**src/hdl/dqe_pkg.sv**
```systemverilog
package dqe_pkg;

   // name limits
   localparam int unsigned MAX_LABEL   = 63;
   localparam int unsigned MAX_NAME    = 255;
   localparam int unsigned QUEUE_DEPTH = 4;

   localparam logic [7:0]  DOT_CHAR    = 8'h2E;
   localparam logic [8:0]  HDR_LEN     = 9'd12;
   localparam logic [3:0]  HDR_LAST    = 4'd11;
   localparam logic [3:0]  TRL_LAST    = 4'd4;
   localparam logic [3:0]  TRL_QTYPE   = 4'd2;
   localparam logic [8:0]  TRL_LEN     = 9'd5;
   localparam logic [7:0]  QTYPE_A     = 8'h01;
   localparam logic [7:0]  QTYPE_AAAA  = 8'h1C;
   localparam logic [7:0]  QCLASS_IN   = 8'h01;
   localparam logic [15:0] BUF_RESET   = 16'd512;
   localparam logic [16:0] FIXED_BYTES = 17'd18;

   typedef enum logic [1:0] {
      ERR_NONE   = 2'd0,
      ERR_BUFFER = 2'd1,
      ERR_LABEL  = 2'd2,
      ERR_NAME   = 2'd3
   } err_type;

   typedef enum logic {
      CSR_QTYPE    = 1'b0,
      CSR_BUF_SIZE = 1'b1
   } csr_index_type;

   // one accepted character, reduced to the writes it causes
   typedef struct packed {
      logic       hdr;
      logic       skip_id;
      logic       chr_vld;
      logic [8:0] chr_off;
      logic [7:0] chr_byte;
      logic       len_vld;
      logic [8:0] len_off;
      logic [7:0] len_byte;
      logic       trl_vld;
      logic [8:0] trl_base;
      logic       trl_ipv6;
      logic       sts_vld;
      err_type    sts_err;
   } job_type;

   typedef struct packed {
      logic    valid;
      job_type job;
   } push_type;

   typedef struct packed {
      logic    valid;
      job_type job;
   } head_type;

   // fixed header: id 0, flags rd, qdcount 1, other counts 0
   function automatic logic [7:0] hdr_byte(input logic [3:0] idx);
      logic [7:0] b;
      case (idx)
         4'd2, 4'd5: b = 8'h01;
         default:    b = 8'h00;
      endcase
      return b;
   endfunction

   // zero terminator, qtype, qclass
   function automatic logic [7:0] trl_byte(input logic [3:0] idx, input logic ipv6);
      logic [7:0] b;
      case (idx)
         TRL_QTYPE: b = ipv6 ? QTYPE_AAAA : QTYPE_A;
         TRL_LAST:  b = QCLASS_IN;
         default:   b = 8'h00;
      endcase
      return b;
   endfunction

endpackage

```
**src/hdl/dqe_front.sv**
```systemverilog
module dqe_front (
   input  logic               clock,
   input  logic               reset,
   input  logic               req_valid,
   output logic               req_ready,
   input  logic [7:0]         req_host_char,
   input  logic               req_final_char,
   input  logic               csr_wen,
   input  logic               csr_index,
   input  logic [15:0]        csr_wdata,
   input  logic               q_full,
   output dqe_pkg::push_type  push
);

   logic             qtype_ff, qtype_in;
   logic [15:0]      buf_size_ff, buf_size_in;
   logic             in_name_ff, in_name_in;
   logic [8:0]       label_start_ff, label_start_in;
   logic [6:0]       label_len_ff, label_len_in;
   logic [8:0]       octet_total_ff, octet_total_in;
   logic [15:0]      char_total_ff, char_total_in;
   dqe_pkg::err_type first_err_ff, first_err_in;

   logic             accept, is_dot, fin, chr_path, close, name_err;
   logic [8:0]       cur_ls, cur_ot, ot_new;
   logic [6:0]       cur_ll, ll_a;
   logic [15:0]      cur_ct, ct_new;
   logic [9:0]       ot_sum;
   logic [16:0]      buf_need;
   dqe_pkg::err_type cur_err, err_a, err_f;
   dqe_pkg::job_type job;

   always_comb begin
      qtype_in    = qtype_ff;
      buf_size_in = buf_size_ff;
      if (csr_wen) begin
         case (dqe_pkg::csr_index_type'(csr_index))
            dqe_pkg::CSR_QTYPE:    qtype_in    = csr_wdata[0];
            dqe_pkg::CSR_BUF_SIZE: buf_size_in = csr_wdata;
            default:               qtype_in    = qtype_ff;
         endcase
      end
   end

   always_comb begin
      req_ready = !q_full;
      accept    = req_valid && !q_full;
      is_dot    = (req_host_char == dqe_pkg::DOT_CHAR);
      fin       = req_final_char;

      // a new name starts from cleared state
      cur_ls  = in_name_ff ? label_start_ff : dqe_pkg::HDR_LEN;
      cur_ll  = in_name_ff ? label_len_ff   : 7'd0;
      cur_ot  = in_name_ff ? octet_total_ff : 9'd0;
      cur_ct  = in_name_ff ? char_total_ff  : 16'd0;
      cur_err = in_name_ff ? first_err_ff   : dqe_pkg::ERR_NONE;

      ct_new = (cur_ct == 16'hFFFF) ? cur_ct : cur_ct + 16'd1;

      chr_path = !is_dot && (cur_err == dqe_pkg::ERR_NONE);
      ll_a     = (chr_path && (cur_ll != 7'h7F)) ? cur_ll + 7'd1 : cur_ll;

      job          = '0;
      job.hdr      = !in_name_ff;
      job.skip_id  = fin && !is_dot;
      job.chr_vld  = chr_path && (cur_ll < 7'(dqe_pkg::MAX_LABEL))
                     && ((10'(cur_ot) + 10'(cur_ll) + 10'd1) < 10'(dqe_pkg::MAX_NAME));
      job.chr_off  = cur_ls + 9'd1 + 9'(cur_ll);
      job.chr_byte = req_host_char;

      close        = (is_dot || fin) && (cur_err == dqe_pkg::ERR_NONE);
      job.len_vld  = close && (ll_a <= 7'(dqe_pkg::MAX_LABEL));
      job.len_off  = cur_ls;
      job.len_byte = 8'(ll_a);

      ot_sum   = 10'(cur_ot) + 10'(ll_a) + 10'd1;
      ot_new   = job.len_vld ? ot_sum[8:0] : cur_ot;
      name_err = job.len_vld && (ot_sum > 10'(dqe_pkg::MAX_NAME));

      if (close && !job.len_vld) begin
         err_a = dqe_pkg::ERR_LABEL;
      end else if (name_err) begin
         err_a = dqe_pkg::ERR_NAME;
      end else begin
         err_a = cur_err;
      end

      buf_need = 17'(ct_new) + dqe_pkg::FIXED_BYTES;
      err_f    = ({1'b0, buf_size_ff} < buf_need) ? dqe_pkg::ERR_BUFFER : err_a;

      job.trl_vld  = fin && (err_f == dqe_pkg::ERR_NONE);
      job.trl_base = dqe_pkg::HDR_LEN + ot_new;
      job.trl_ipv6 = qtype_ff;
      job.sts_vld  = fin && (err_f != dqe_pkg::ERR_NONE);
      job.sts_err  = err_f;

      push.valid = accept && (job.hdr || job.chr_vld || job.len_vld || fin);
      push.job   = job;

      in_name_in     = in_name_ff;
      label_start_in = label_start_ff;
      label_len_in   = label_len_ff;
      octet_total_in = octet_total_ff;
      char_total_in  = char_total_ff;
      first_err_in   = first_err_ff;
      if (accept) begin
         in_name_in     = !fin;
         octet_total_in = ot_new;
         char_total_in  = ct_new;
         first_err_in   = err_a;
         if (job.len_vld && !name_err) begin
            label_start_in = dqe_pkg::HDR_LEN + ot_new;
            label_len_in   = 7'd0;
         end else begin
            label_start_in = cur_ls;
            label_len_in   = ll_a;
         end
      end
   end

   always_ff @(posedge clock) begin
      if (reset) begin
         qtype_ff       <= 1'b0;
         buf_size_ff    <= dqe_pkg::BUF_RESET;
         in_name_ff     <= 1'b0;
         label_start_ff <= dqe_pkg::HDR_LEN;
         label_len_ff   <= 7'd0;
         octet_total_ff <= 9'd0;
         char_total_ff  <= 16'd0;
         first_err_ff   <= dqe_pkg::ERR_NONE;
      end else begin
         qtype_ff       <= qtype_in;
         buf_size_ff    <= buf_size_in;
         in_name_ff     <= in_name_in;
         label_start_ff <= label_start_in;
         label_len_ff   <= label_len_in;
         octet_total_ff <= octet_total_in;
         char_total_ff  <= char_total_in;
         first_err_ff   <= first_err_in;
      end
   end

endmodule

```
**src/hdl/dqe_queue.sv**
```systemverilog
module dqe_queue #(
   parameter int unsigned DEPTH = dqe_pkg::QUEUE_DEPTH
) (
   input  logic              clock,
   input  logic              reset,
   input  dqe_pkg::push_type push,
   output logic              full,
   output dqe_pkg::head_type head,
   input  logic              pop
);

   localparam int unsigned PTR_W = $clog2(DEPTH);
   localparam int unsigned CNT_W = $clog2(DEPTH + 1);

   dqe_pkg::job_type  slot_ff [DEPTH];
   logic [PTR_W-1:0]  wr_ptr_ff, wr_ptr_in;
   logic [PTR_W-1:0]  rd_ptr_ff, rd_ptr_in;
   logic [CNT_W-1:0]  count_ff, count_in;
   logic              do_push, do_pop;

   always_comb begin
      full       = (count_ff == CNT_W'(DEPTH));
      head.valid = (count_ff != '0);
      head.job   = slot_ff[rd_ptr_ff];
      do_push    = push.valid && !full;
      do_pop     = pop && head.valid;

      wr_ptr_in = wr_ptr_ff;
      rd_ptr_in = rd_ptr_ff;
      if (do_push) begin
         wr_ptr_in = (wr_ptr_ff == PTR_W'(DEPTH - 1)) ? '0 : wr_ptr_ff + PTR_W'(1);
      end
      if (do_pop) begin
         rd_ptr_in = (rd_ptr_ff == PTR_W'(DEPTH - 1)) ? '0 : rd_ptr_ff + PTR_W'(1);
      end

      count_in = count_ff;
      if (do_push && !do_pop) begin
         count_in = count_ff + CNT_W'(1);
      end else if (do_pop && !do_push) begin
         count_in = count_ff - CNT_W'(1);
      end
   end

   always_ff @(posedge clock) begin
      if (do_push) begin
         slot_ff[wr_ptr_ff] <= push.job;
      end
   end

   always_ff @(posedge clock) begin
      if (reset) begin
         wr_ptr_ff <= '0;
         rd_ptr_ff <= '0;
         count_ff  <= '0;
      end else begin
         wr_ptr_ff <= wr_ptr_in;
         rd_ptr_ff <= rd_ptr_in;
         count_ff  <= count_in;
      end
   end

endmodule

```
**src/hdl/dqe_back.sv**
```systemverilog
module dqe_back (
   input  logic              clock,
   input  logic              reset,
   input  dqe_pkg::head_type head,
   output logic              pop,
   output logic              rsp_valid,
   input  logic              rsp_ready,
   output logic [8:0]        rsp_write_offset,
   output logic [7:0]        rsp_write_byte,
   output logic              rsp_write_valid,
   output logic              rsp_done_res,
   output logic [1:0]        rsp_error_code,
   output logic [8:0]        rsp_packet_length
);

   typedef enum logic [4:0] {
      PH_HDR = 5'b00001,
      PH_CHR = 5'b00010,
      PH_LEN = 5'b00100,
      PH_TRL = 5'b01000,
      PH_STS = 5'b10000
   } phase_type;

   logic        start_ff, start_in;
   logic [4:0]  remain_ff, remain_in;
   logic [3:0]  cnt_ff, cnt_in;
   logic        rsp_valid_ff, rsp_valid_in;
   logic [8:0]  rsp_off_ff;
   logic [7:0]  rsp_byte_ff;
   logic        rsp_wv_ff;
   logic        rsp_done_ff;
   logic [1:0]  rsp_err_ff;
   logic [8:0]  rsp_len_ff;

   logic [4:0]  active, lowest, left;
   phase_type   phase;
   logic [3:0]  hdr_idx;
   logic        last, load;
   logic [8:0]  r_off, r_len;
   logic [7:0]  r_byte;
   logic        r_wv, r_done;
   logic [1:0]  r_err;

   always_comb begin
      // remaining parts of the head request, lowest first
      active = start_ff ? {head.job.sts_vld, head.job.trl_vld, head.job.len_vld,
                           head.job.chr_vld, head.job.hdr}
                        : remain_ff;
      lowest = active & (~active + 5'd1);
      left   = active & ~lowest;
      phase  = phase_type'(lowest);
      hdr_idx = cnt_ff + {2'b00, head.job.skip_id, 1'b0};

      r_off  = 9'd0;
      r_byte = 8'd0;
      r_wv   = 1'b1;
      r_done = 1'b0;
      r_err  = dqe_pkg::ERR_NONE;
      r_len  = 9'd0;
      last   = 1'b1;
      case (phase)
         PH_HDR: begin
            r_off  = 9'(hdr_idx);
            r_byte = dqe_pkg::hdr_byte(hdr_idx);
            last   = (hdr_idx == dqe_pkg::HDR_LAST);
         end
         PH_CHR: begin
            r_off  = head.job.chr_off;
            r_byte = head.job.chr_byte;
         end
         PH_LEN: begin
            r_off  = head.job.len_off;
            r_byte = head.job.len_byte;
         end
         PH_TRL: begin
            r_off  = head.job.trl_base + 9'(cnt_ff);
            r_byte = dqe_pkg::trl_byte(cnt_ff, head.job.trl_ipv6);
            last   = (cnt_ff == dqe_pkg::TRL_LAST);
            r_done = last;
            r_len  = last ? head.job.trl_base + dqe_pkg::TRL_LEN : 9'd0;
         end
         PH_STS: begin
            r_wv   = 1'b0;
            r_done = 1'b1;
            r_err  = head.job.sts_err;
         end
         default: begin
            r_wv = 1'b0;
         end
      endcase

      load = head.valid && (!rsp_valid_ff || rsp_ready);
      pop  = load && last && (left == 5'd0);

      start_in  = start_ff;
      remain_in = remain_ff;
      cnt_in    = cnt_ff;
      if (load) begin
         if (last) begin
            cnt_in    = 4'd0;
            start_in  = (left == 5'd0);
            remain_in = left;
         end else begin
            cnt_in    = cnt_ff + 4'd1;
            start_in  = 1'b0;
            remain_in = active;
         end
      end

      rsp_valid_in = load || (rsp_valid_ff && !rsp_ready);
   end

   always_ff @(posedge clock) begin
      if (reset) begin
         start_ff     <= 1'b1;
         remain_ff    <= 5'd0;
         cnt_ff       <= 4'd0;
         rsp_valid_ff <= 1'b0;
      end else begin
         start_ff     <= start_in;
         remain_ff    <= remain_in;
         cnt_ff       <= cnt_in;
         rsp_valid_ff <= rsp_valid_in;
      end
   end

   always_ff @(posedge clock) begin
      if (load) begin
         rsp_off_ff  <= r_off;
         rsp_byte_ff <= r_byte;
         rsp_wv_ff   <= r_wv;
         rsp_done_ff <= r_done;
         rsp_err_ff  <= r_err;
         rsp_len_ff  <= r_len;
      end
   end

   assign rsp_valid         = rsp_valid_ff;
   assign rsp_write_offset  = rsp_off_ff;
   assign rsp_write_byte    = rsp_byte_ff;
   assign rsp_write_valid   = rsp_wv_ff;
   assign rsp_done_res      = rsp_done_ff;
   assign rsp_error_code    = rsp_err_ff;
   assign rsp_packet_length = rsp_len_ff;

endmodule

```
**src/hdl/dns_query_encoder_top.sv**
```systemverilog
// channel   | handshake              | payload
// ----------+------------------------+-----------------------------------------------
// request   | req_valid / req_ready  | req_host_char, req_final_char
// response  | rsp_valid / rsp_ready  | rsp_write_offset, rsp_write_byte,
//           |                        | rsp_write_valid, rsp_done_res,
//           |                        | rsp_error_code, rsp_packet_length
// csr       | csr_wen                | csr_index, csr_wdata
//
// one request per cycle while the job queue has room; a request that
// causes one write (a plain character) holds that rate while rsp_ready is high
// the back end emits one response per cycle while rsp_ready is high, so the
// first character adds the header writes and the final one the trailer or status
// first response passes the queue slot and the output register; no clearing pass
// synchronous active-high reset; req_ready drops only when the queue is full
// a stalled response holds in the output register while the queue fills
module dns_query_encoder_top #(
   parameter int unsigned QUEUE_DEPTH = dqe_pkg::QUEUE_DEPTH
) (
   input  logic        clock,
   input  logic        reset,
   // request channel
   input  logic        req_valid,
   output logic        req_ready,
   input  logic [7:0]  req_host_char,
   input  logic        req_final_char,
   // response channel
   output logic        rsp_valid,
   input  logic        rsp_ready,
   output logic [8:0]  rsp_write_offset,
   output logic [7:0]  rsp_write_byte,
   output logic        rsp_write_valid,
   output logic        rsp_done_res,
   output logic [1:0]  rsp_error_code,
   output logic [8:0]  rsp_packet_length,
   // register writes, to be made only while idle; the block does not enforce this
   input  logic        csr_wen,
   input  logic        csr_index,
   input  logic [15:0] csr_wdata
);

   // front to queue: one job per accepted character that causes writes or a status
   dqe_pkg::push_type push;
   logic              q_full;
   // queue to back: oldest job, popped when its last response is loaded
   dqe_pkg::head_type head;
   logic              pop;

   // tracks label and name state, checks limits, builds the job
   dqe_front u_front (
      .clock          (clock),
      .reset          (reset),
      .req_valid      (req_valid),
      .req_ready      (req_ready),
      .req_host_char  (req_host_char),
      .req_final_char (req_final_char),
      .csr_wen        (csr_wen),
      .csr_index      (csr_index),
      .csr_wdata      (csr_wdata),
      .q_full         (q_full),
      .push           (push)
   );

   // short job queue, decouples the character stream from write bursts
   dqe_queue #(
      .DEPTH (QUEUE_DEPTH)
   ) u_queue (
      .clock (clock),
      .reset (reset),
      .push  (push),
      .full  (q_full),
      .head  (head),
      .pop   (pop)
   );

   // walks each job: header, character, length byte, trailer or status
   dqe_back u_back (
      .clock             (clock),
      .reset             (reset),
      .head              (head),
      .pop               (pop),
      .rsp_valid         (rsp_valid),
      .rsp_ready         (rsp_ready),
      .rsp_write_offset  (rsp_write_offset),
      .rsp_write_byte    (rsp_write_byte),
      .rsp_write_valid   (rsp_write_valid),
      .rsp_done_res      (rsp_done_res),
      .rsp_error_code    (rsp_error_code),
      .rsp_packet_length (rsp_packet_length)
   );

endmodule

```
**config.mk**
```make
export PLATFORM = sky130hd
export DESIGN_NAME = dns_query_encoder_top
export DESIGN_NICKNAME = d
export VERILOG_FILES = /design/src/hdl/dqe_pkg.sv /design/src/hdl/dqe_front.sv /design/src/hdl/dqe_queue.sv /design/src/hdl/dqe_back.sv /design/src/hdl/dns_query_encoder_top.sv
export SDC_FILE = /design/constraint.sdc
export NUM_CORES = 1
export LEC_CHECK = 0
export BUFFER_PORTS_ARGS = -buffer_cell sky130_fd_sc_hd__buf_2
export CAP_MARGIN = 20
export CORE_MARGIN = 1
export CORE_UTILIZATION = 54
export DETAILED_ROUTE_END_ITERATION = 8
export PLACE_DENSITY = 0.8
export SYNTH_ARGS = -nofsm -noshare
export SYNTH_HDL_FRONTEND = slang
export SYNTH_SLANG_ARGS = --single-unit
```
**constraint.sdc**
```tcl
create_clock -name clock -period 7.23 [get_ports clock]
set_clock_uncertainty 0.2 [all_clocks]
set_input_delay 1.446 -clock clock [delete_from_list [all_inputs] [get_ports clock]]
set_output_delay 1.446 -clock clock [all_outputs]
set_load 0.02 [all_outputs]
```
# Yosys cells after proc, flatten, opt, wreduce, memory -nomap -nowiden
# Memory sizes are Yosys's and may differ from the RTL's. A register that Yosys moved wholly into a read port is not among the register bits.
# Index checks and enable logic that the tools add are counted.
[word_totals] n_memories=1 reg_bits=109 elab_cells=149 input_bits=31 mem_bits_rw=204 output_inout_bits=32 latchBits=0 mem_bits_ro=0
[op_classes] order_cmp=5 eq_ne=16 bitwise_logic=5 n_div=0 addsub=19 n_mul=0 mux=33 shift=0 reduce_logical=49
[memory_table] name="u_queue.slot_ff" depth=4 word_bits=51 rd=1 rd_ports_with_merged_regs=1 write_ports=1 line_no="dqe_queue.sv:15" rtl="dqe_pkg::job_type slot_ff [DEPTH];"
[ops] cell="9-bit two-way mux" n=4
[ops] cell="9-bit one-hot mux with 4 select lines" n=1
[ops] cell="16-bit two-way mux" n=2
[ops] cell="8-bit one-hot mux with 4 select lines" n=1
[ops] cell="1-bit logical AND" n=22
[ops] cell="7-bit two-way mux" n=3
[ops] cell="10-bit by 1-bit adder with 10-bit output (second input constant)" n=2
[ops] cell="9-bit by 7-bit adder with 10-bit output" n=2
[ops] cell="16-bit by 5-bit adder with 17-bit output (second input constant)" n=1
[ops] cell="16-bit by 17-bit less-than comparator with 1-bit output" n=1
[ops] cell="16-bit by 1-bit adder with 16-bit output (second input constant)" n=1
[ops] cell="16-bit == test (second input constant)" n=1
[ops] cell="2-bit two-way mux" n=8
[ops] cell="8-bit one-hot mux with 2 select lines" n=1
[ops] cell="5-bit two-way mux" n=3
[ops] cell="5-bit AND" n=2
[ops] cell="10-bit by 8-bit > comparator with 1-bit output (second input constant)" n=1
[ops] cell="1-bit logical NOT" n=10
[ops] cell="10-bit by 8-bit less-than comparator with 1-bit output (second input constant)" n=1
[ops] cell="5-bit inverter" n=2
[ops] cell="4-bit by 9-bit adder with 9-bit output (first input constant)" n=1
[ops] cell="9-bit by 1-bit adder with 9-bit output (second input constant)" n=1
[ops] cell="9-bit by 3-bit adder with 9-bit output (second input constant)" n=1
[ops] cell="9-bit by 4-bit adder with 9-bit output" n=1
[ops] cell="other kinds (35)" n=54

# Logic depth before layout (Yosys ltp)
[logic_depth] word_depth=15 depth_mapped=27 ltp_nobuf=24

# Hierarchy
# From an unflattened synthesis, not the netlist that was laid out.
[unflattened] hier_cells=1238 hier_area_um2=15464.8
[modules_own_cells] module="dqe_queue" cells_each=322 area_each_um2=7986.4 instances=1 seq_area_each_um2=6426.2
[modules_own_cells] module="dqe_front" cells_each=691 area_each_um2=5151.2 instances=1 seq_area_each_um2=1221.2
[modules_own_cells] module="dqe_back" cells_each=225 area_each_um2=2327.2 instances=1 seq_area_each_um2=1121.1

# Least setup slack after synthesis
# OpenSTA, ideal clock, no wires.
[synth_timing] kind="reg2reg" startpoint="register u_front.in_name_ff" endpoint="memory u_queue.slot_ff[0][12] (netlist bit), data pin" t_required_ns=6.754 path_slack_ns=1.582 t_arrival_ns=5.172 setup_time_ns=0.276 stages_incl_launch_ff=26 path_cell_list="dfxtp_1 buf_4 buf_2 clkbuf_1 clkbuf_1 clkbuf_1 nand2_1 inv_1 ha_1 nand4_2 nor2_1 nor2_2 xnor2_1 inv_1 ha_1 inv_1 maj3_1 o2111a_1 a311oi_2 xnor2_1 nand2_1 xor2_1 ha_1 or3_4 or3_4 xnor2_1"
[synth_lines] element="from (decl)" line_no="dqe_front.sv:17" rtl="logic in_name_ff, in_name_in;"
[synth_lines] element="from (signal assigned)" line_no="dqe_front.sv:134" rtl="in_name_ff <= in_name_in;"
[synth_lines] element="to (decl)" line_no="dqe_queue.sv:15"

==> flow_summary.ini <==
[outcome]
status = finished, final reports clean

[synth]
synth_top_cell_by_area = edfxtp_1
synth_nets = 1291
syn_inst = 1204
ys_warn_count = 0
ys_types = 84
syn_area_per_cell_um2 = 12.6
synth_xor_area_share_pct = 4.15
synthAdderAreaFrac_pct = 5.12
ys_async_sr_fraction_pct = 0
synth-seq-area-share_pct = 57.0
synth_top_area_share_pct = 46.3
muxShareOfSynthArea_pct = 9.07
synth_area_mm2 = 0.0152
synth_edf_count = 234
synth-compound-area-share_pct = 10.7
yosys-top-cells-area = edfxtp_1, dfxtp_1, mux4_2, ha_1, nand2_1
yosys.area_share.simple_pct = 11.6
synth_top_family_by_area = simple AND/OR/NAND/NOR gates
synth_top_flop_cell = edfxtp_1
synth_seq_cells = 315

[placed_design]
gp_congestion = 0.920
hpwl_um = 22700
place_area_mm2 = 0.0159
port_buffers = 62

[floorplanning]
die_area_mm2 = 0.0288
row_count = 60
ios = 63
core_region_area_mm2 = 0.0273
chipWidth_um = 170
start_util_pct = 55.6
fp.dieH_um = 170

[worst_setup_path]
critPathRequiredTime_ns = 7.27
arrival_ns = 5.76
cp-start-kind = flop
ff2ff_path_depth = 24
crit_path_frequent_cell = nand2_1
critical_path_buf_inv_count = 1
cp_slowest_cell = dfxtp_2
crit_path_end_kind = flop
path_depth = 24
cp_max_fo = 30
cp_slowest_stage_delay_ns = 0.59
cp_cell_sequence = buf_4, and2_1, ha_1, nand4_1, nor4_2, nand2_1, nand2_1, xor2_1, ha_1, nand2_1, a21oi_1, nand2_1, nor2_1, xor2_1, ha_1, a21o_1, a21oi_1, nor2b_1, o21ai_0, nand2b_1, a21oi_1, o31ai_1, o41ai_2, nor3_1
critical_path_class = flop to flop
crit_family = simple AND/OR/NAND/NOR gates

[sta]
period_needed_ns = 5.72
hold_viol = 0
period_share_pct = 79.2
rsz0062_at_grt = no
tightest_slew_ns = 1.01
relSlewSlack_pct = 32.2
fmax_mhz = 175
hold_ws_ns = 0.253
fin_setup_tns_ns = 0
setup_viol = 0
slew_violations = 0

[routing]
drc = 0
drtAntennaViolNets = 0
totalWireLength_um = 33200
viasPerCell = 6.00
wl_per_cell_um = 20.0
dr_total_vias = 9960
drtIter0Drc = 1053
first_pass_iters = 5

[global_route]
gr-total-overflow = 0
antenna_found_initial = 0
grt_first_pass_wirelength_um = 52600
grt_pass1_vias = 9790
grt_use_total_pct = 23.6
grt_max_degree = 69

[min_path]
min_delay_path_depth = 2
min_path_type = flop to flop

[power_and_ir_drop]
vdd_ir_drop_max_mv = 0.213
p_per_area_mw_per_mm2 = 309
p_leak_nw = 5.99

[clock_network]
cts_root_buf = clkbuf_16
post_cts_resized = 0
h-tree-depth = 1
cts_buffers = 31
path_clk_slew_ns = 0.06
cts_buffer_depth = 3
cts_hold_buffers = 0
post_cts_buffers = 0
cts.sink_count = 315
clock_latency_ns = 0.56
cts_tree = built

[job]
cap_viol_max_count = 0

[layout]
layout_commonest_cell = edfxtp_1
fin_nets = 1349
drive_gt1_share_pct = 16.8
syn_to_final_growth_pct = 11.3
design_area_mm2 = 0.0169
final_cell_mix = edfxtp_1, nand2_1, nor2_1
diodes = 0
-- path summary, 6_finish.rpt --
kind | from | end | slack, ns
max reg2reg | u_front.in_name_ff | u_queue.slot_ff[1][13] | 1.51
min | u_front.octet_total_ff[5] | u_front.octet_total_ff[5] | 0.25
max | u_front.in_name_ff | u_queue.slot_ff[1][13] | 1.51
min reg2reg | u_front.octet_total_ff[5] | u_front.octet_total_ff[5] | 0.25
-- kinds of logic after synthesis --
| logic type | Yosys count |
|---|---|
| compound gates | 234 |
| flops | 315 |
| simple gates | 363 |
| mux | 72 |
| buf+inv | 90 |
| xor+xnor | 68 |
| fa+ha+maj | 62 |
-- state kept, by name, summed over array words and instances (netlist names), 8 cells and up, named ones only --
name / count
u_back.rsp_write_offset: 9
u_front.char_total_ff: 16
u_back.rsp_packet_length: 9
u_front.label_start_ff: 9
u_queue.slot_ff: 204
u_front.buf_size_ff: 16
u_back.rsp_write_byte: 8
u_front.octet_total_ff: 9
-- through the flow --
step	worst slack (ns)	cells	utilization [%]	total power, W
after global placement	1.24	1601	58.3	0.00364
final	1.51	1659	61.9	0.00521
after floorplan	1.58	1204	-	0.00329
after CTS	1.55	1659	61.9	0.00524
after global routing	1.04	1659	61.9	0.00544
after detailed placement	1.12	1601	58.3	0.00368
-- power breakdown --
part,switching (W),total (W),internal [W],leakage [nW]
Combinational,0.000781,0.00126,0.000483,2.73
Clock,0.000651,0.00156,0.000913,0.489
Sequential,0.000133,0.00238,0.00225,2.77
-- worst register-to-register path, cell delays in order (launching register included) --
cell	delay (ns)
dfxtp_2	0.59
buf_4	0.37
and2_1	0.23
ha_1	0.28
nand4_1	0.19
nor4_2	0.41
nand2_1	0.20
nand2_1	0.12
xor2_1	0.21
ha_1	0.25
nand2_1	0.07
a21oi_1	0.23
nand2_1	0.11
nor2_1	0.27
xor2_1	0.21
ha_1	0.27
a21o_1	0.16
a21oi_1	0.15
nor2b_1	0.06
o21ai_0	0.15
nand2b_1	0.07
a21oi_1	0.13
o31ai_1	0.10
o41ai_2	0.15
nor3_1	0.24
-- synth_stat cells, types with 15 or more instances --
cell type  instances
edfxtp_1         234
nand2_1          128
nor2_1            92
dfxtp_1           81
a21oi_1           79
ha_1              54
mux4_2            51
xnor2_1           42
inv_1             37
clkbuf_1          36
and2_1            30
o21ai_0           27
xor2_1            23
nand3_1           20
nor3_1            18
a21o_1            16
a22o_1            15
-- layer usage --
metal	GRT usage, %	wire, um
met2	40.0	16100
met1	30.4	13800
met4	10.1	1290
met5	0	0
met3	3.57	2020
-- layout make-up --
class / count / area, um^2
Timing Repair Buffer: 77 / 448
Multi-Input combinational cell: 799 / 6170
Fill cell: 2030 / 10400
Clock inverter: 8 / 70.1
Inverter: 38 / 143
Sequential cell: 315 / 8650
Clock buffer: 50 / 930
Tap cell: 372 / 465
Note: power is estimated with default switching activity, not from simulation.
